===== config.mk =====
export PLATFORM = sky130hd
export DESIGN_NAME = fss_cell
export DESIGN_NICKNAME = d
export VERILOG_FILES = /design/src/sv/fss_pkg.sv /design/src/sv/fss_cell.sv
export SDC_FILE = /design/constraint.sdc
export NUM_CORES = 1
export LEC_CHECK = 0
export ABC_AREA = 0
export BUFFER_PORTS_ARGS = -buffer_cell sky130_fd_sc_hd__buf_4
export CELL_PAD_IN_SITES_DETAIL_PLACEMENT = 1
export CELL_PAD_IN_SITES_GLOBAL_PLACEMENT = 2
export CORE_AREA = 2 2 236 238
export DETAILED_ROUTE_END_ITERATION = 6
export DIE_AREA = 0 0 238 240
export PLACE_DENSITY = 0.67
export SYNTH_ARGS = -nofsm -noshare
export SYNTH_HDL_FRONTEND = slang
export SYNTH_SLANG_ARGS = --single-unit

===== constraint.sdc =====
create_clock -name clock -period 14.88 [get_ports clock]
set_input_delay 2.976 -clock clock [delete_from_list [all_inputs] [get_ports clock]]
set_output_delay 2.976 -clock clock [all_outputs]
set_load 0.01 [all_outputs]

===== src/sv/fss_pkg.sv =====
// ----------------------------------------------------------------------------
// fss_pkg
// Shared types, codes and constants of the filtered space-saving tracker.
// ----------------------------------------------------------------------------
`default_nettype none

package fss_pkg;

   localparam int KEY_W = 64;
   localparam int LEN_W = 4;
   localparam int CNT_W = 32;

   localparam logic [31:0] HASH_SEED = 32'hbc9f1d34;
   localparam logic [31:0] HASH_MUL  = 32'hc6a4a793;

   // opcodes
   localparam logic OP_INSERT = 1'b0;
   localparam logic OP_READ   = 1'b1;

   // result status codes
   localparam logic [2:0] STATUS_HIT      = 3'd0;
   localparam logic [2:0] STATUS_ADDED    = 3'd1;
   localparam logic [2:0] STATUS_FILTERED = 3'd2;
   localparam logic [2:0] STATUS_REPLACED = 3'd3;
   localparam logic [2:0] STATUS_READ     = 3'd4;

   typedef struct packed {
      logic [KEY_W-1:0] key;
      logic [LEN_W-1:0] len;
      logic [CNT_W-1:0] count;
      logic [CNT_W-1:0] err;
   } entry_type;

   typedef struct packed {
      logic load;
      logic inc;
      logic take_prev;
      logic take_next;
   } cell_ctrl_type;

   // true when entry a sorts below entry b
   function automatic logic ranks_below(entry_type a, entry_type b);
      return (a.count < b.count) || ((a.count == b.count) && (a.err > b.err));
   endfunction

endpackage

`default_nettype wire


===== src/sv/fss_cell.sv =====
// ----------------------------------------------------------------------------
// fss_cell
// One list slot: holds an entry, matches it against the query key and
// swaps with its upper neighbor during bubble moves.
// ----------------------------------------------------------------------------
`default_nettype none

module fss_cell (
   input  wire                   clock,
   input  fss_pkg::cell_ctrl_type ctrl,
   input  fss_pkg::entry_type     load_entry,
   input  fss_pkg::entry_type     prev_entry,
   input  fss_pkg::entry_type     next_entry,
   input  wire [63:0]            query_key,
   input  wire [3:0]             query_len,
   output fss_pkg::entry_type     entry,
   output logic                  match,
   output logic                  swap_req
);
   import fss_pkg::*;

   entry_type entry_ff;

   // slot update: load, neighbor swap or count increment
   always_ff @(posedge clock) begin
      if (ctrl.load) begin
         entry_ff <= load_entry;
      end else if (ctrl.take_prev) begin
         entry_ff <= prev_entry;
      end else if (ctrl.take_next) begin
         entry_ff <= next_entry;
      end else if (ctrl.inc && (entry_ff.count != '1)) begin
         entry_ff.count <= entry_ff.count + 32'd1;
      end
   end

   assign entry    = entry_ff;
   assign match    = (entry_ff.len == query_len) && (entry_ff.key == query_key);
   assign swap_req = ranks_below(prev_entry, entry_ff);

endmodule

`default_nettype wire


=== Word-level counts from Yosys, hierarchy flattened ===
Cells that the tools add are included.

* Bits of input ports: 469
* Logic and storage cells: 23
* Register bits after elaboration: 132

* Equal/unequal tests: 4
* Reduce and logical (&&, ||, !) cells: 6
* Magnitude comparators: 2
* Muxes and demuxes: 6
* Add/subtract/negate cells: 1

{| class="wikitable"
|+ Operators with widths
! operator !! number
|-
| $mux 132 || 2
|-
| $mux 32 || 3
|-
| $mux 68 || 1
|-
| $eq 64x64->1 || 1
|-
| $add 32x1->32 const B || 1
|-
| $eq 32x32->1 || 1
|-
| $gt 32x32->1 || 1
|-
| $lt 32x32->1 || 1
|-
| $ne 32x32->1 const B || 1
|-
| $eq 4x4->1 || 1
|-
| $reduce_bool 4->1 || 1
|-
| $logic_and 1x1->1 || 3
|-
| $reduce_bool 3->1 || 1
|-
| $logic_or 1x1->1 || 1
|}

=== Depth between registers and ports, before layout ===
* Depth in word-level cells: 6
* Depth in mapped cells: 8

=== Worst setup path after synthesis ===
OpenSTA, ideal clock, no wires.

* Path kind: input port to output port
* From: input prev_entry[31] (netlist name)
* To: output swap_req
* Path slack: 7421 ps
* Buffers on the path: 0
* Stages: 6
* Data required time: 11904 ps
* Arrival: 4483 ps
* Cell sequence: ha_1 nand4_1 nor4_2 nand4_1 or4b_1 o311ai_1

* Word-level cells in the longest chain between the ends: 3

{| class="wikitable"
|+ RTL lines
! element !! line !! source
|-
| from (decl) || fss_cell.sv:12 || <nowiki>input fss_pkg::entry_type prev_entry,</nowiki>
|-
| $gt 32x32->1 || fss_pkg.sv:43 || <nowiki>return (a.count < b.count) || ((a.count == b.count) && (a.err > b.err));</nowiki>
|-
| $logic_and 1x1->1 || fss_pkg.sv:43 ||
|-
| $logic_or 1x1->1 || fss_pkg.sv:43 ||
|-
| to (decl) || fss_cell.sv:18 || <nowiki>output logic swap_req</nowiki>
|}

No other way between the ends.

=== Final worst setup path ===
* From: input prev_entry[33] (netlist name)
* To: output swap_req

* Word-level cells in the longest chain between the ends: 3

{| class="wikitable"
|+ RTL lines
! element !! line
|-
| branches (longest 2 deep; another with $lt 32x32->1) || --
|-
| $logic_or 1x1->1 * || fss_pkg.sv:43
|}

Mark *: on every way between the ends.

==> load_flow_metrics.sql <==
INSERT INTO impl_metrics (metric_group, metric, value, unit) VALUES
('yosys', 'synthesis.area', '9860', 'sq um'),
('clock_tree', 'cts_clock_pin_slew_for_the_worst_setup_and_hold_paths', '60', 'ps'),
('placed_design', 'estimated_wirelength_of_the_detail_placed_design', '44400', 'um'),
('clock_tree', 'post_cts_resized', '0', ''),
('placed_design', 'globalplace.congestion', '0.879', ''),
('global_routing', 'wire_length_of_the_first_global_routing_pass', '74500', 'um'),
('floorplanning', 'initial_utilization', '0.180', ''),
('routing', 'drt_iter0_drc', '368', ''),
('routing', 'first_pass_iters', '4', ''),
('global_routing', 'grt_max_degree', '147', ''),
('floorplanning', 'die_width', '238', 'um'),
('floorplanning', 'die-height', '240', 'um'),
('critical_path', 'required', '11900', 'ps'),
('global_routing', 'grt_overflow_total', '0', ''),
('yosys', 'xor_and_xnor_fraction_of_the_mapped_netlist_area', '0.0871', ''),
('yosys', 'syn_area_per_cell', '9.78', 'sq um'),
('global_routing', 'grtUsageMet3', '0.0590', ''),
('job', 'drv_cap', '0', ''),
('clock_tree', 'post-cts-setup-buffers', '0', ''),
('yosys', 'synth_top_family_by_area', 'compound AO/OA/AOI/OAI gates', ''),
('cells_and_area', 'layout-area-overhead-vs-synth', '59.1', '%'),
('timing', 'layout_worst_path_cycle_share', '0.554', ''),
('yosys', 'number_of_distinct_library_cells_after_synthesis', '50', ''),
('yosys', 'post_synth_and_or_nand_nor_area_fraction', '0.132', ''),
('critical_path', 'critPathCaptureType', 'output port', ''),
('timing', 'totalNegativeSetupSlack', '0', 'ps'),
('floorplanning', 'die_area', '57100', 'sq um'),
('timing', 'report.final.setup_viol', '0', ''),
('timing', 'slew_viol_final', '0', ''),
('power', 'p_per_area', '85.6', 'nW/um^2'),
('yosys', 'syn-instance-count', '1008', ''),
('global_routing', 'grt_pass1_vias', '10985', ''),
('clock_tree', 'number_of_buffers_created_by_cts', '17', ''),
('routing', 'drt.antenna.violating_nets', '0', ''),
('power', 'vdd_ir_drop_max', '0.0935', 'mV'),
('min_path', 'min_path_type', 'reg2reg', ''),
('run_status', 'run_status', 'finished, final reports clean', ''),
('global_routing', 'grtUsageMet1', '0.189', ''),
('yosys', 'synth-seq-area-share', '0.402', ''),
('yosys', 'postSynthRegisterBits', '132', ''),
('yosys', 'synth_compound_area_frac', '0.133', ''),
('critical_path', 'timing.critical_path.from_type', 'primary input', ''),
('routing', 'drt-wirelength-per-cell', '23.1', 'um'),
('routing', 'drt_drc_violations_left', '0', ''),
('timing', 'hold_viol', '0', ''),
('timing', 'final.hold.worst_slack', '763', 'ps'),
('power', 'power_leakage', '0.00720', 'uW'),
('global_routing', 'grt_met2_use', '0.343', ''),
('routing', 'wirelength', '53300', 'um'),
('placed_design', 'buffer_ports.inserted', '602', ''),
('routing', 'dr_total_vias', '10019', ''),
('routing', 'route.detailed.vias_per_inst', '4.35', ''),
('cells_and_area', 'number_of_nets_in_the_layout', '2116', ''),
('critical_path', 'worstPathMaxFanout', '2', ''),
('floorplanning', 'core-area', '54700', 'sq um'),
('yosys', 'synthAdderAreaFrac', '0.0825', ''),
('global_routing', 'grt_antenna_before_repair', '14', ''),
('floorplanning', 'rows', '86', ''),
('floorplanning', 'boundaryPins', '603', ''),
('timing', 'rsz_0062_raised_after_global_routing', 'false', ''),
('cells_and_area', 'largest_reg_flops', '132', ''),
('cells_and_area', 'filler_cell_count', '6363', ''),
('yosys', 'post-synth-top-area-cell', 'sky130_fd_sc_hd__edfxtp_1', ''),
('timing', 'fmax', '121', 'MHz'),
('clock_tree', 'cts_num_sinks', '132', ''),
('clock_tree', 'cts-hold-fix-buffers', '0', ''),
('timing', 'finalWorstPathRequiredPeriod', '8240', 'ps'),
('yosys', 'synth-warning-count', '0', ''),
('clock_tree', 'tritoncts_clock_tree', 'yes', ''),
('timing', 'fin_skew', '3.16', 'ps'),
('critical_path', 'path_class', 'in2out', '');
==> where the power goes <==
| group | total (uW) | leakage, uW | internal, uW | switching (uW) |
|---|---|---|---|---|
| combinational | 400 | 0.00553 | 209 | 190 |
| sequential | 506 | 0.00140 | 461 | 44.8 |
| clock | 436 | 0.000273 | 244 | 192 |
| total | 1340 | 0.00720 | 915 | 427 |
==> path summary, 6_finish.rpt <==
kind,slack [ps],start,cells past startpoint,endpoint
min,760,entry[59],2,entry[59]
max,6640,prev_entry[33],9,swap_req
min reg2reg,760,entry[59],2,entry[59]
max reg2reg,12470,entry[40],6,entry[37]
==> per-layer routing <==
layer	up-vias	wire length, um
li1	4837	-
met1	4775	19600
met2	351	28700
met3	50	3950
met4	6	1020
met5	-	35
==> worst max-delay path: stages <==
cell and delay, ps:
sky130_fd_sc_hd__buf_4 120, sky130_fd_sc_hd__ha_1 310, sky130_fd_sc_hd__nor2b_1 150, sky130_fd_sc_hd__o211ai_1 200, sky130_fd_sc_hd__a21boi_0 170, sky130_fd_sc_hd__o41ai_1 630
sky130_fd_sc_hd__o211ai_1 350, sky130_fd_sc_hd__o311ai_1 170, sky130_fd_sc_hd__buf_4 190
==> synthesized netlist by cell type (all sizes together) <==
cell type,number
inv,68
and2,3
o221ai,15
edfxtp,132
clkbuf,31
a31oi,1
a21boi,1
o21ai,120
o31ai,5
a21oi,33
mux2,4
and4,7
a221o,4
a22oi,21
or3,1
and3,2
nor4,19
o311ai,1
ha,65
nand2b,1
xnor2,62
or4b,1
nor3,8
nand3,20
o41ai,1
nand4,26
a211oi,3
a22o,1
a21o,8
nor2b,3
mux2i,107
nand2,147
xor2,36
nor2,22
a221oi,4
o211ai,2
buf,23
==> cell type report <==
cell class / instances / area (sq um) / share of cell area
multi-input cells: 754 / 5410 / 0.345
repair buffers: 609 / 4600 / 0.293
flip-flops and latches: 132 / 3960 / 0.253
well taps: 704 / 881 / 0.0562
clock buffers: 18 / 429 / 0.0274
inverters: 68 / 255 / 0.0163
clock inverters: 14 / 138 / 0.00877
diodes: 6 / 15.0 / 0.000957
==> metrics by stage <==
stage                     cell area (sq um)  power, uW  setup slack (ps)  utilization  instances
after detailed placement              15100        921              6560        0.276       2267
final                                 15700       1340              6640        0.287       2305
after floorplan                        9860        668              7420            -       1008
after CTS                             15700       1370              6500        0.287       2299
after global placement                15100        914              6580        0.276       2267
after global routing                  15700       1410              6470        0.287       2304
==> cells by family after synthesis <==
group	count (synthesis)
simple gates	260
mux	111
fa+ha+maj	65
flops	132
compound gates	220
buf+inv	122
xor+xnor	98
==> cells in the final DEF (no fill, tap or decap), types with 5 or more instances in the layout <==
| cell type | synthesis | routed |
|---|---|---|
| sky130_fd_sc_hd__edfxtp_1 | 132 | 132 |
| sky130_fd_sc_hd__mux2i_1 | 107 | 107 |
| sky130_fd_sc_hd__a21o_1 | 8 | 8 |
| sky130_fd_sc_hd__nor2_1 | 20 | 20 |
| sky130_fd_sc_hd__nor4_1 | 13 | 13 |
| sky130_fd_sc_hd__a21oi_1 | 33 | 33 |
| sky130_fd_sc_hd__nand3_1 | 18 | 18 |
| sky130_fd_sc_hd__nand2_1 | 146 | 146 |
| sky130_fd_sc_hd__clkbuf_16 | 0 | 17 |
| sky130_fd_sc_hd__o21ai_0 | 117 | 117 |
| sky130_fd_sc_hd__inv_1 | 68 | 68 |
| sky130_fd_sc_hd__a22oi_1 | 21 | 21 |
| sky130_fd_sc_hd__o221ai_1 | 15 | 15 |
| sky130_fd_sc_hd__nand4_1 | 26 | 26 |
| sky130_fd_sc_hd__xnor2_1 | 62 | 62 |
| sky130_fd_sc_hd__buf_4 | 2 | 606 |
| sky130_fd_sc_hd__and4_1 | 6 | 6 |
| sky130_fd_sc_hd__nor3_1 | 6 | 6 |
| sky130_fd_sc_hd__ha_1 | 65 | 65 |
| sky130_fd_sc_hd__xor2_1 | 36 | 36 |
| sky130_fd_sc_hd__clkinv_2 | 0 | 5 |
| sky130_fd_sc_hd__diode_2 | 0 | 6 |
No activity file was read; power rests on OpenSTA's default activity.
