--- src/sv/fss_pkg.sv ---
// ----------------------------------------------------------------------------
// fss_pkg
// Shared types, codes and constants of the filtered space-saving tracker.
// ----------------------------------------------------------------------------
`default_nettype none

package fss_pkg;

   localparam int KEY_W = 64;
   localparam int LEN_W = 4;
   localparam int CNT_W = 32;

   localparam logic [31:0] HASH_SEED = 32'hbc9f1d34;
   localparam logic [31:0] HASH_MUL  = 32'hc6a4a793;

   // opcodes
   localparam logic OP_INSERT = 1'b0;
   localparam logic OP_READ   = 1'b1;

   // result status codes
   localparam logic [2:0] STATUS_HIT      = 3'd0;
   localparam logic [2:0] STATUS_ADDED    = 3'd1;
   localparam logic [2:0] STATUS_FILTERED = 3'd2;
   localparam logic [2:0] STATUS_REPLACED = 3'd3;
   localparam logic [2:0] STATUS_READ     = 3'd4;

   typedef struct packed {
      logic [KEY_W-1:0] key;
      logic [LEN_W-1:0] len;
      logic [CNT_W-1:0] count;
      logic [CNT_W-1:0] err;
   } entry_type;

   typedef struct packed {
      logic load;
      logic inc;
      logic take_prev;
      logic take_next;
   } cell_ctrl_type;

   // true when entry a sorts below entry b
   function automatic logic ranks_below(entry_type a, entry_type b);
      return (a.count < b.count) || ((a.count == b.count) && (a.err > b.err));
   endfunction

endpackage

`default_nettype wire

--- src/sv/fss_hash.sv ---
// ----------------------------------------------------------------------------
// fss_hash
// Iterative key hash, one add, multiply or xor per cycle, followed by a
// remainder by the bucket count through a reciprocal multiplication.
// ----------------------------------------------------------------------------
`default_nettype none

module fss_hash #(
   parameter int HASH_BUCKETS = 96
) (
   input  wire                             clock,
   input  wire                             reset,
   input  wire                             start,
   input  wire [63:0]                      key,
   input  wire [3:0]                       len,
   output logic                            done,
   output logic [$clog2(HASH_BUCKETS)-1:0] bucket
);
   import fss_pkg::*;

   localparam int BW  = $clog2(HASH_BUCKETS);
   localparam int SH2 = BW - 1;
   // reciprocal for an exact 32-bit quotient by the bucket count
   localparam logic [63:0] REC64 =
      ((((64'd1 << BW) - 64'(HASH_BUCKETS)) << 32) / 64'(HASH_BUCKETS)) + 64'd1;
   localparam logic [31:0] REC = REC64[31:0];
   localparam logic [31:0] NB  = 32'(HASH_BUCKETS);

   typedef enum logic [6:0] {
      H_IDLE = 7'b0000001,
      H_ADD  = 7'b0000010,
      H_MUL  = 7'b0000100,
      H_XOR  = 7'b0001000,
      H_QHI  = 7'b0010000,
      H_QUO  = 7'b0100000,
      H_REM  = 7'b1000000
   } hstate_type;

   hstate_type  state_ff, state_in;
   logic [31:0] h_ff, h_in;
   logic [63:0] key_ff;
   logic [3:0]  len_ff;
   logic        widx_ff, widx_in;
   logic [31:0] q_ff, q_in;
   logic [BW-1:0] rem_ff, rem_in;
   logic        done_ff, done_in;
   logic [1:0]  rounds;
   logic [63:0] rec_prod;
   logic [63:0] nb_prod;
   logic [31:0] rem_full;

   assign rounds   = len_ff[3:2] + {1'b0, |len_ff[1:0]};
   assign rec_prod = {32'd0, h_ff} * {32'd0, REC};
   assign nb_prod  = {32'd0, q_ff} * {32'd0, NB};
   assign rem_full = h_ff - nb_prod[31:0];

   // sequencer
   always_comb begin
      state_in = state_ff;
      h_in     = h_ff;
      widx_in  = widx_ff;
      q_in     = q_ff;
      rem_in   = rem_ff;
      done_in  = 1'b0;
      case (state_ff)
         H_IDLE: begin
            if (start) begin
               h_in     = HASH_SEED ^ (32'(len) * HASH_MUL);
               widx_in  = 1'b0;
               state_in = ((len[3:2] == 2'd0) && (len[1:0] == 2'd0)) ? H_QHI : H_ADD;
            end
         end
         H_ADD: begin
            h_in     = h_ff + (widx_ff ? key_ff[63:32] : key_ff[31:0]);
            state_in = H_MUL;
         end
         H_MUL: begin
            h_in     = h_ff * HASH_MUL;
            state_in = H_XOR;
         end
         H_XOR: begin
            // full words fold by 16, the tail word by 24
            if ({1'b0, widx_ff} < len_ff[3:2]) begin
               h_in = h_ff ^ (h_ff >> 16);
            end else begin
               h_in = h_ff ^ (h_ff >> 24);
            end
            if (({1'b0, widx_ff} + 2'd1) == rounds) begin
               state_in = H_QHI;
            end else begin
               widx_in  = 1'b1;
               state_in = H_ADD;
            end
         end
         H_QHI: begin
            // high half of hash times reciprocal
            q_in     = rec_prod[63:32];
            state_in = H_QUO;
         end
         H_QUO: begin
            // quotient correction and final shift
            q_in     = (q_ff + ((h_ff - q_ff) >> 1)) >> SH2;
            state_in = H_REM;
         end
         H_REM: begin
            rem_in   = rem_full[BW-1:0];
            done_in  = 1'b1;
            state_in = H_IDLE;
         end
         default: begin
            state_in = H_IDLE;
         end
      endcase
   end

   always_ff @(posedge clock) begin
      if (reset) begin
         state_ff <= H_IDLE;
         done_ff  <= 1'b0;
      end else begin
         state_ff <= state_in;
         done_ff  <= done_in;
      end
   end

   always_ff @(posedge clock) begin
      h_ff    <= h_in;
      widx_ff <= widx_in;
      q_ff    <= q_in;
      rem_ff  <= rem_in;
      if ((state_ff == H_IDLE) && start) begin
         key_ff <= key;
         len_ff <= len;
      end
   end

   assign done   = done_ff;
   assign bucket = rem_ff;

endmodule

`default_nettype wire

--- config.mk ---
export PLATFORM = sky130hd
export DESIGN_NAME = fss_hash
export DESIGN_NICKNAME = d
export VERILOG_FILES = /design/src/sv/fss_pkg.sv /design/src/sv/fss_hash.sv
export SDC_FILE = /design/constraint.sdc
export NUM_CORES = 2
export LEC_CHECK = 0
export ABC_AREA = 1
export ABC_CLOCK_PERIOD_IN_PS = 9500
export BUFFER_PORTS_ARGS = -buffer_cell sky130_fd_sc_hd__buf_2
export CAP_MARGIN = 5
export CORE_ASPECT_RATIO = 1.5
export CORE_MARGIN = 3
export CORE_UTILIZATION = 40
export DETAILED_ROUTE_END_ITERATION = 10
export SYNTH_ARGS = -nofsm -noshare
export SYNTH_HDL_FRONTEND = slang
export SYNTH_SLANG_ARGS = --single-unit
--- constraint.sdc ---
create_clock -name clock -period 9.5 [get_ports clock]
set_clock_uncertainty 0.15 [all_clocks]
set_input_delay 1.425 -clock clock [delete_from_list [all_inputs] [get_ports clock]]
set_output_delay 1.425 -clock clock [all_outputs]
set_load 0.1 [all_outputs]
# == Word level (Yosys, flattened, before mapping) ==
# Index checks and enable logic that the tools add are counted.
# totals
output_inout_bits,8
register_bits,148
in_bits,71
word_cells,55
# classes
n_addsub,6
muxes,13
magnitude_cmp,1
n_reduce_logical,10
n_eq_ne,10
multipliers,4
n_bitwise,3
# ops
cell,n
32-bit case mux with 4 select lines,1
32-bit 2-to-1 mux,3
32-bit case mux with 2 select lines,1
32-bit by 30-bit multiplier with 62-bit output (second input constant),1
7-bit case mux with 6 select lines,1
32-bit by 31-bit adder with 32-bit output,1
32-bit adder,1
32-bit by 2-bit multiplier with 2-bit output (second input constant),1
32-bit by 31-bit multiplier with 32-bit output (second input constant),1
4-bit by 32-bit multiplier with 32-bit output (second input constant),1
32-bit subtractor,1
32-bit by 16-bit XOR with 32-bit output,1
32-bit by 8-bit XOR with 32-bit output,1
18-bit inverter,1
5-bit 2-to-1 mux,2
7-bit by 1-bit == test with 1-bit output (second input constant),1
7-bit by 2-bit == test with 1-bit output (second input constant),1
7-bit by 3-bit == test with 1-bit output (second input constant),1
7-bit by 4-bit == test with 1-bit output (second input constant),1
7-bit by 5-bit == test with 1-bit output (second input constant),1
7-bit by 6-bit == test with 1-bit output (second input constant),1
7-bit == test (second input constant),1
7-bit 2-to-1 mux,1
7-bit subtractor,1
other kinds (14),20

# == Longest topological paths before layout ==
# logic_depth
word_depth,5
ltp_mapped,28
depth_no_buf,28

# == Worst setup path after synthesis ==
# Ideal clock, no wire load.
# synth_path
kind,register to register
from,reg h_ff[1]
to,"reg q_ff[0], data pin"
path_buffers,0
setup_time_ns,0.261
arrival_time_ns,6.321
period_less_slack_ns,6.732
required_time_ns,9.089
setup_slack_ns,2.768
stages_incl_launch_ff,24
path_cell_list,edfxtp_1 ha_1 xnor2_1 inv_1 ha_1 or2_2 fa_1 fa_1 fa_1 inv_1 fa_1 inv_1 fa_1 fa_1 ha_1 a21oi_1 o21ai_0 a21oi_1 nor2_1 nor2_1 nand2_1 or2_2 nand3_1 o21ai_0
# synth_via
elab_chain_len,3
word_cells_on_any_way,4
cone_classes,2 x add/sub; 1 x mul; 1 x mux
# synth_rtl
item,line,rtl
"start, declared",fss_hash.sv:40,"logic [31:0] h_ff, h_in;"
"start signal, assigned",fss_hash.sv:127,h_ff <= h_in;
branches (longest 2 deep; another with 32-bit by 30-bit multiplier with 62-bit output),n/a,
32-bit case mux with 2 select lines (*),fss_hash.sv:65,case (state_ff)
net q_in[0],fss_hash.sv:44,"logic [31:0] q_ff, q_in;"
"end signal, assigned",fss_hash.sv:129,q_ff <= q_in;
"end, declared",fss_hash.sv:44,
# Mark *: on every way through the listed nets, which the timed path passes. The select of a mux whose other input is x is not followed.
# A chain may end at the register's enable or synchronous reset.

# == Final worst setup path ==
# layout_path
from,reg h_ff[2]
to,"reg q_ff[23], data pin"
# The elaborated chain is that of the path after synthesis.

==> metrics.yaml <==
worst_setup_path:
  cp_data_arrival_time_ns: 8.27
  critPathCapture: "q_ff[23]$_DFFE_PP_"
  crit_required_ns: 9.63
  worstReg2RegEnd: "q_ff[23]$_DFFE_PP_"
  path_max_fanout: 14
  rrSetupSlack_ns: 1.36
  rr_worst_depth: 25
  setup.worst_path.start: "h_ff[2]$_DFFE_PP_"
  crit_path_end_kind: "flip-flop"
  reg2reg_from: "h_ff[2]$_DFFE_PP_"
  critical_path_class: "reg2reg"
  cp-start-kind: "flip-flop"
layout:
  syn_to_final_growth_pct: 7.279
  layout_common_cells: "1174 x inv_1, 855 x nand2_1, 677 x ha_1"
  multi_input_area_sq_um: 30290
  ff_latch_area_sq_um: 4334
  layout_commonest_cell: "inv_1"
  fill_cells: 9976
  nets: 6318
  drive_above_1_share_pct: 3.938
die:
  rows: 139
  fp.dieArea_sq_um: 101800
  io_pins: 79
  die_y_microns: 389.2
  core_sq_um: 96350
  dieWidth_microns: 261.5
  initial_core_util_pct: 40.64
drt:
  wl_met2_microns: 79980
  vias: 34143
  wl_met3_microns: 7539
  via_per_inst: 5.398
  ant_nets: 0
  drtIter0Drc: 2194
  dr.pass1.iters: 8
  routedWlPerCell_microns: 25.31
  drt_wl_total_microns: 160100
  drc: 0
  m1WireLength_microns: 54960
  highest_layer: "met4"
outcome:
  status: "completed"
clock_network:
  cts_tree: "done"
  ctsHoldBuffers: 0
  clock-sinks: 147
  cts_resized: 0
  clock_latency_ns: 0.56
  htreeDepth: 4
  clock_path_buffers: 2
  clkTransAtPathRegs_ns: 0.08
  ctsRootBufferMaster: "clkbuf_16"
  postCtsSetupRepairBufs: 0
  cts_buffers: 17
global_route:
  grt_antenna_before_repair: 9
  grt-ovfl-total: 0
  grt_max_degree: 69
  grtUsageTotal_pct: 31.95
  grt_pass1_wl_microns: 232500
  grt_pass1_vias: 36347
synthesis:
  ys_ff_latch: 147
  async_flop_share_pct: 0
  yosysUniqueCellTypes: 52
  synth_edf_count: 139
  syn_nets: 6197
  synth_warnings: 0
  synth_area_per_cell_sq_um: 7.960
  synth_area_sq_um: 39160
  yosysSeqAreaShare_pct: 11.07
  synthFlopType: "edfxtp_1"
  synthCells: 4919
flow_run:
  timing.max_cap.violations: 0
timing:
  fin_tns_setup_ns: 0
  hold_viol: 0
  min_period_over_period_pct: 85.65
  final_max_slew_viol_count: 0
  tightest_slew_ns: 1.047
  setup_viol: 0
  period_needed_ns: 8.136
  rsz0062_at_grt: "no"
  fmax_mhz: 122.9
  maxSlewHeadroom_pct: 29.49
place:
  hpwlAfterDp_microns: 141100
  gp_congestion: 1.021
  port_buffers: 78
worst_hold_path:
  worst_hold_path_type: "reg2reg"
  hold_start: "state_ff[5]$_SDFFE_PP0P_"
-- kinds of logic (layout without fill, tap and decap cells) --
logic type                 Yosys count  in the layout  share of synthesized area, %
and+or+nand+nor                   1637           1637                         17.54
AOI/OAI and AO/OA                  621            621                         8.793
adders and majority gates         1207           1207                         48.73
xor gates and xnor gates           101            101                         2.259
buffers and inverters             1206           1340                         11.61
other                                0              3                             0
DFF                                147            147                         11.07
-- through the flow --
stage | hold WS, ns | utilization [%] | cells | instance area, sq um | setup slack, ns
global route | 0.4336 | 43.59 | 6322 | 42000 | 1.059
CTS | 0.3833 | 43.59 | 6322 | 42000 | 1.523
floorplan | 0.3268 | - | 4919 | 39160 | 2.768
detailed placement | 0.3691 | 42.97 | 6290 | 41400 | 1.559
finish | 0.3825 | 43.60 | 6325 | 42010 | 1.364
global placement | 0.3712 | 42.97 | 6290 | 41400 | 1.496
-- metal layers --
metal / track usage (%) / up-vias
met2: 56.46 / 1257
met4: 28.10 / 0
met5: 0 / -
met3: 4.408 / 556
li1: - / 15864
met1: 32.65 / 16466
-- sequential cells by signal, summed over array words and instances (netlist names) --
| register | cells |
|---|---|
| bucket | 7 |
| done | 1 |
| h_ff | 32 |
| key_ff | 64 |
| len_ff | 4 |
| q_ff | 31 |
| state_ff | 7 |
| widx_ff | 1 |
-- critical path: stages, from the launching register on --
cell and delay [ns]:
edfxtp_1 0.61, buf_4 0.39, ha_1 0.37, xor2_1 0.75, ha_1 0.27, or2_2 0.19, fa_1 0.42, fa_1 0.44
ha_1 0.28, ha_1 0.29, fa_1 0.52, inv_1 0.06, fa_1 0.48, inv_1 0.04, ha_1 0.35, nand2_1 0.12
nor2_1 0.18, inv_1 0.11, o21ai_0 0.76, nand3_1 0.46, nand3_1 0.20, nand2_1 0.09, nand3_1 0.07, nand2_1 0.05
nand3_1 0.16, nand2_1 0.07
-- Yosys cell counts, drive strengths merged (12+ instances only) --
master / n / area, sq um
nand4: 47 / 294.0
nor3: 46 / 230.2
a31oi: 15 / 93.84
o21a: 12 / 90.09
or2: 27 / 168.9
a21o: 18 / 135.1
nand3: 259 / 1301
xor2: 59 / 516.8
clkbuf: 14 / 52.55
o21bai: 34 / 255.2
nand3b: 15 / 112.6
xnor2: 42 / 367.9
fa: 530 / 10610
ha: 677 / 8471
a21oi: 284 / 1436
edfxtp: 139 / 4174
nand2: 855 / 3209
o21ai: 213 / 1066
nor4: 12 / 111.4
inv: 1178 / 4422
nor2: 365 / 1370
-- how the worst min path moves through the flow --
stage                     slack (ns)  cells after the start                        to
after floorplan                 0.33                      3  state_ff[5]$_SDFFE_PP0P_
after global placement          0.37                      3  state_ff[5]$_SDFFE_PP0P_
final                           0.38                      3  state_ff[5]$_SDFFE_PP0P_
after CTS                       0.38                      3  state_ff[5]$_SDFFE_PP0P_
after global routing            0.43                      3  state_ff[5]$_SDFFE_PP0P_
after detailed placement        0.37                      3  state_ff[5]$_SDFFE_PP0P_
-- area by class of cell --
cell class | instances | area share (%)
Multi-Input combinational cell | 3566 | 72.09
Inverter | 1181 | 10.55
Sequential cell | 147 | 10.32
Tap cell | 1269 | 3.780
Timing Repair Buffer | 127 | 1.805
Clock buffer | 17 | 1.013
Clock inverter | 15 | 0.4200
Antenna cell | 3 | 0.01787
Power is left out: the tool's default activity adds up to more than one toggle a clock period on the data nets, which glitch-free logic cannot reach.
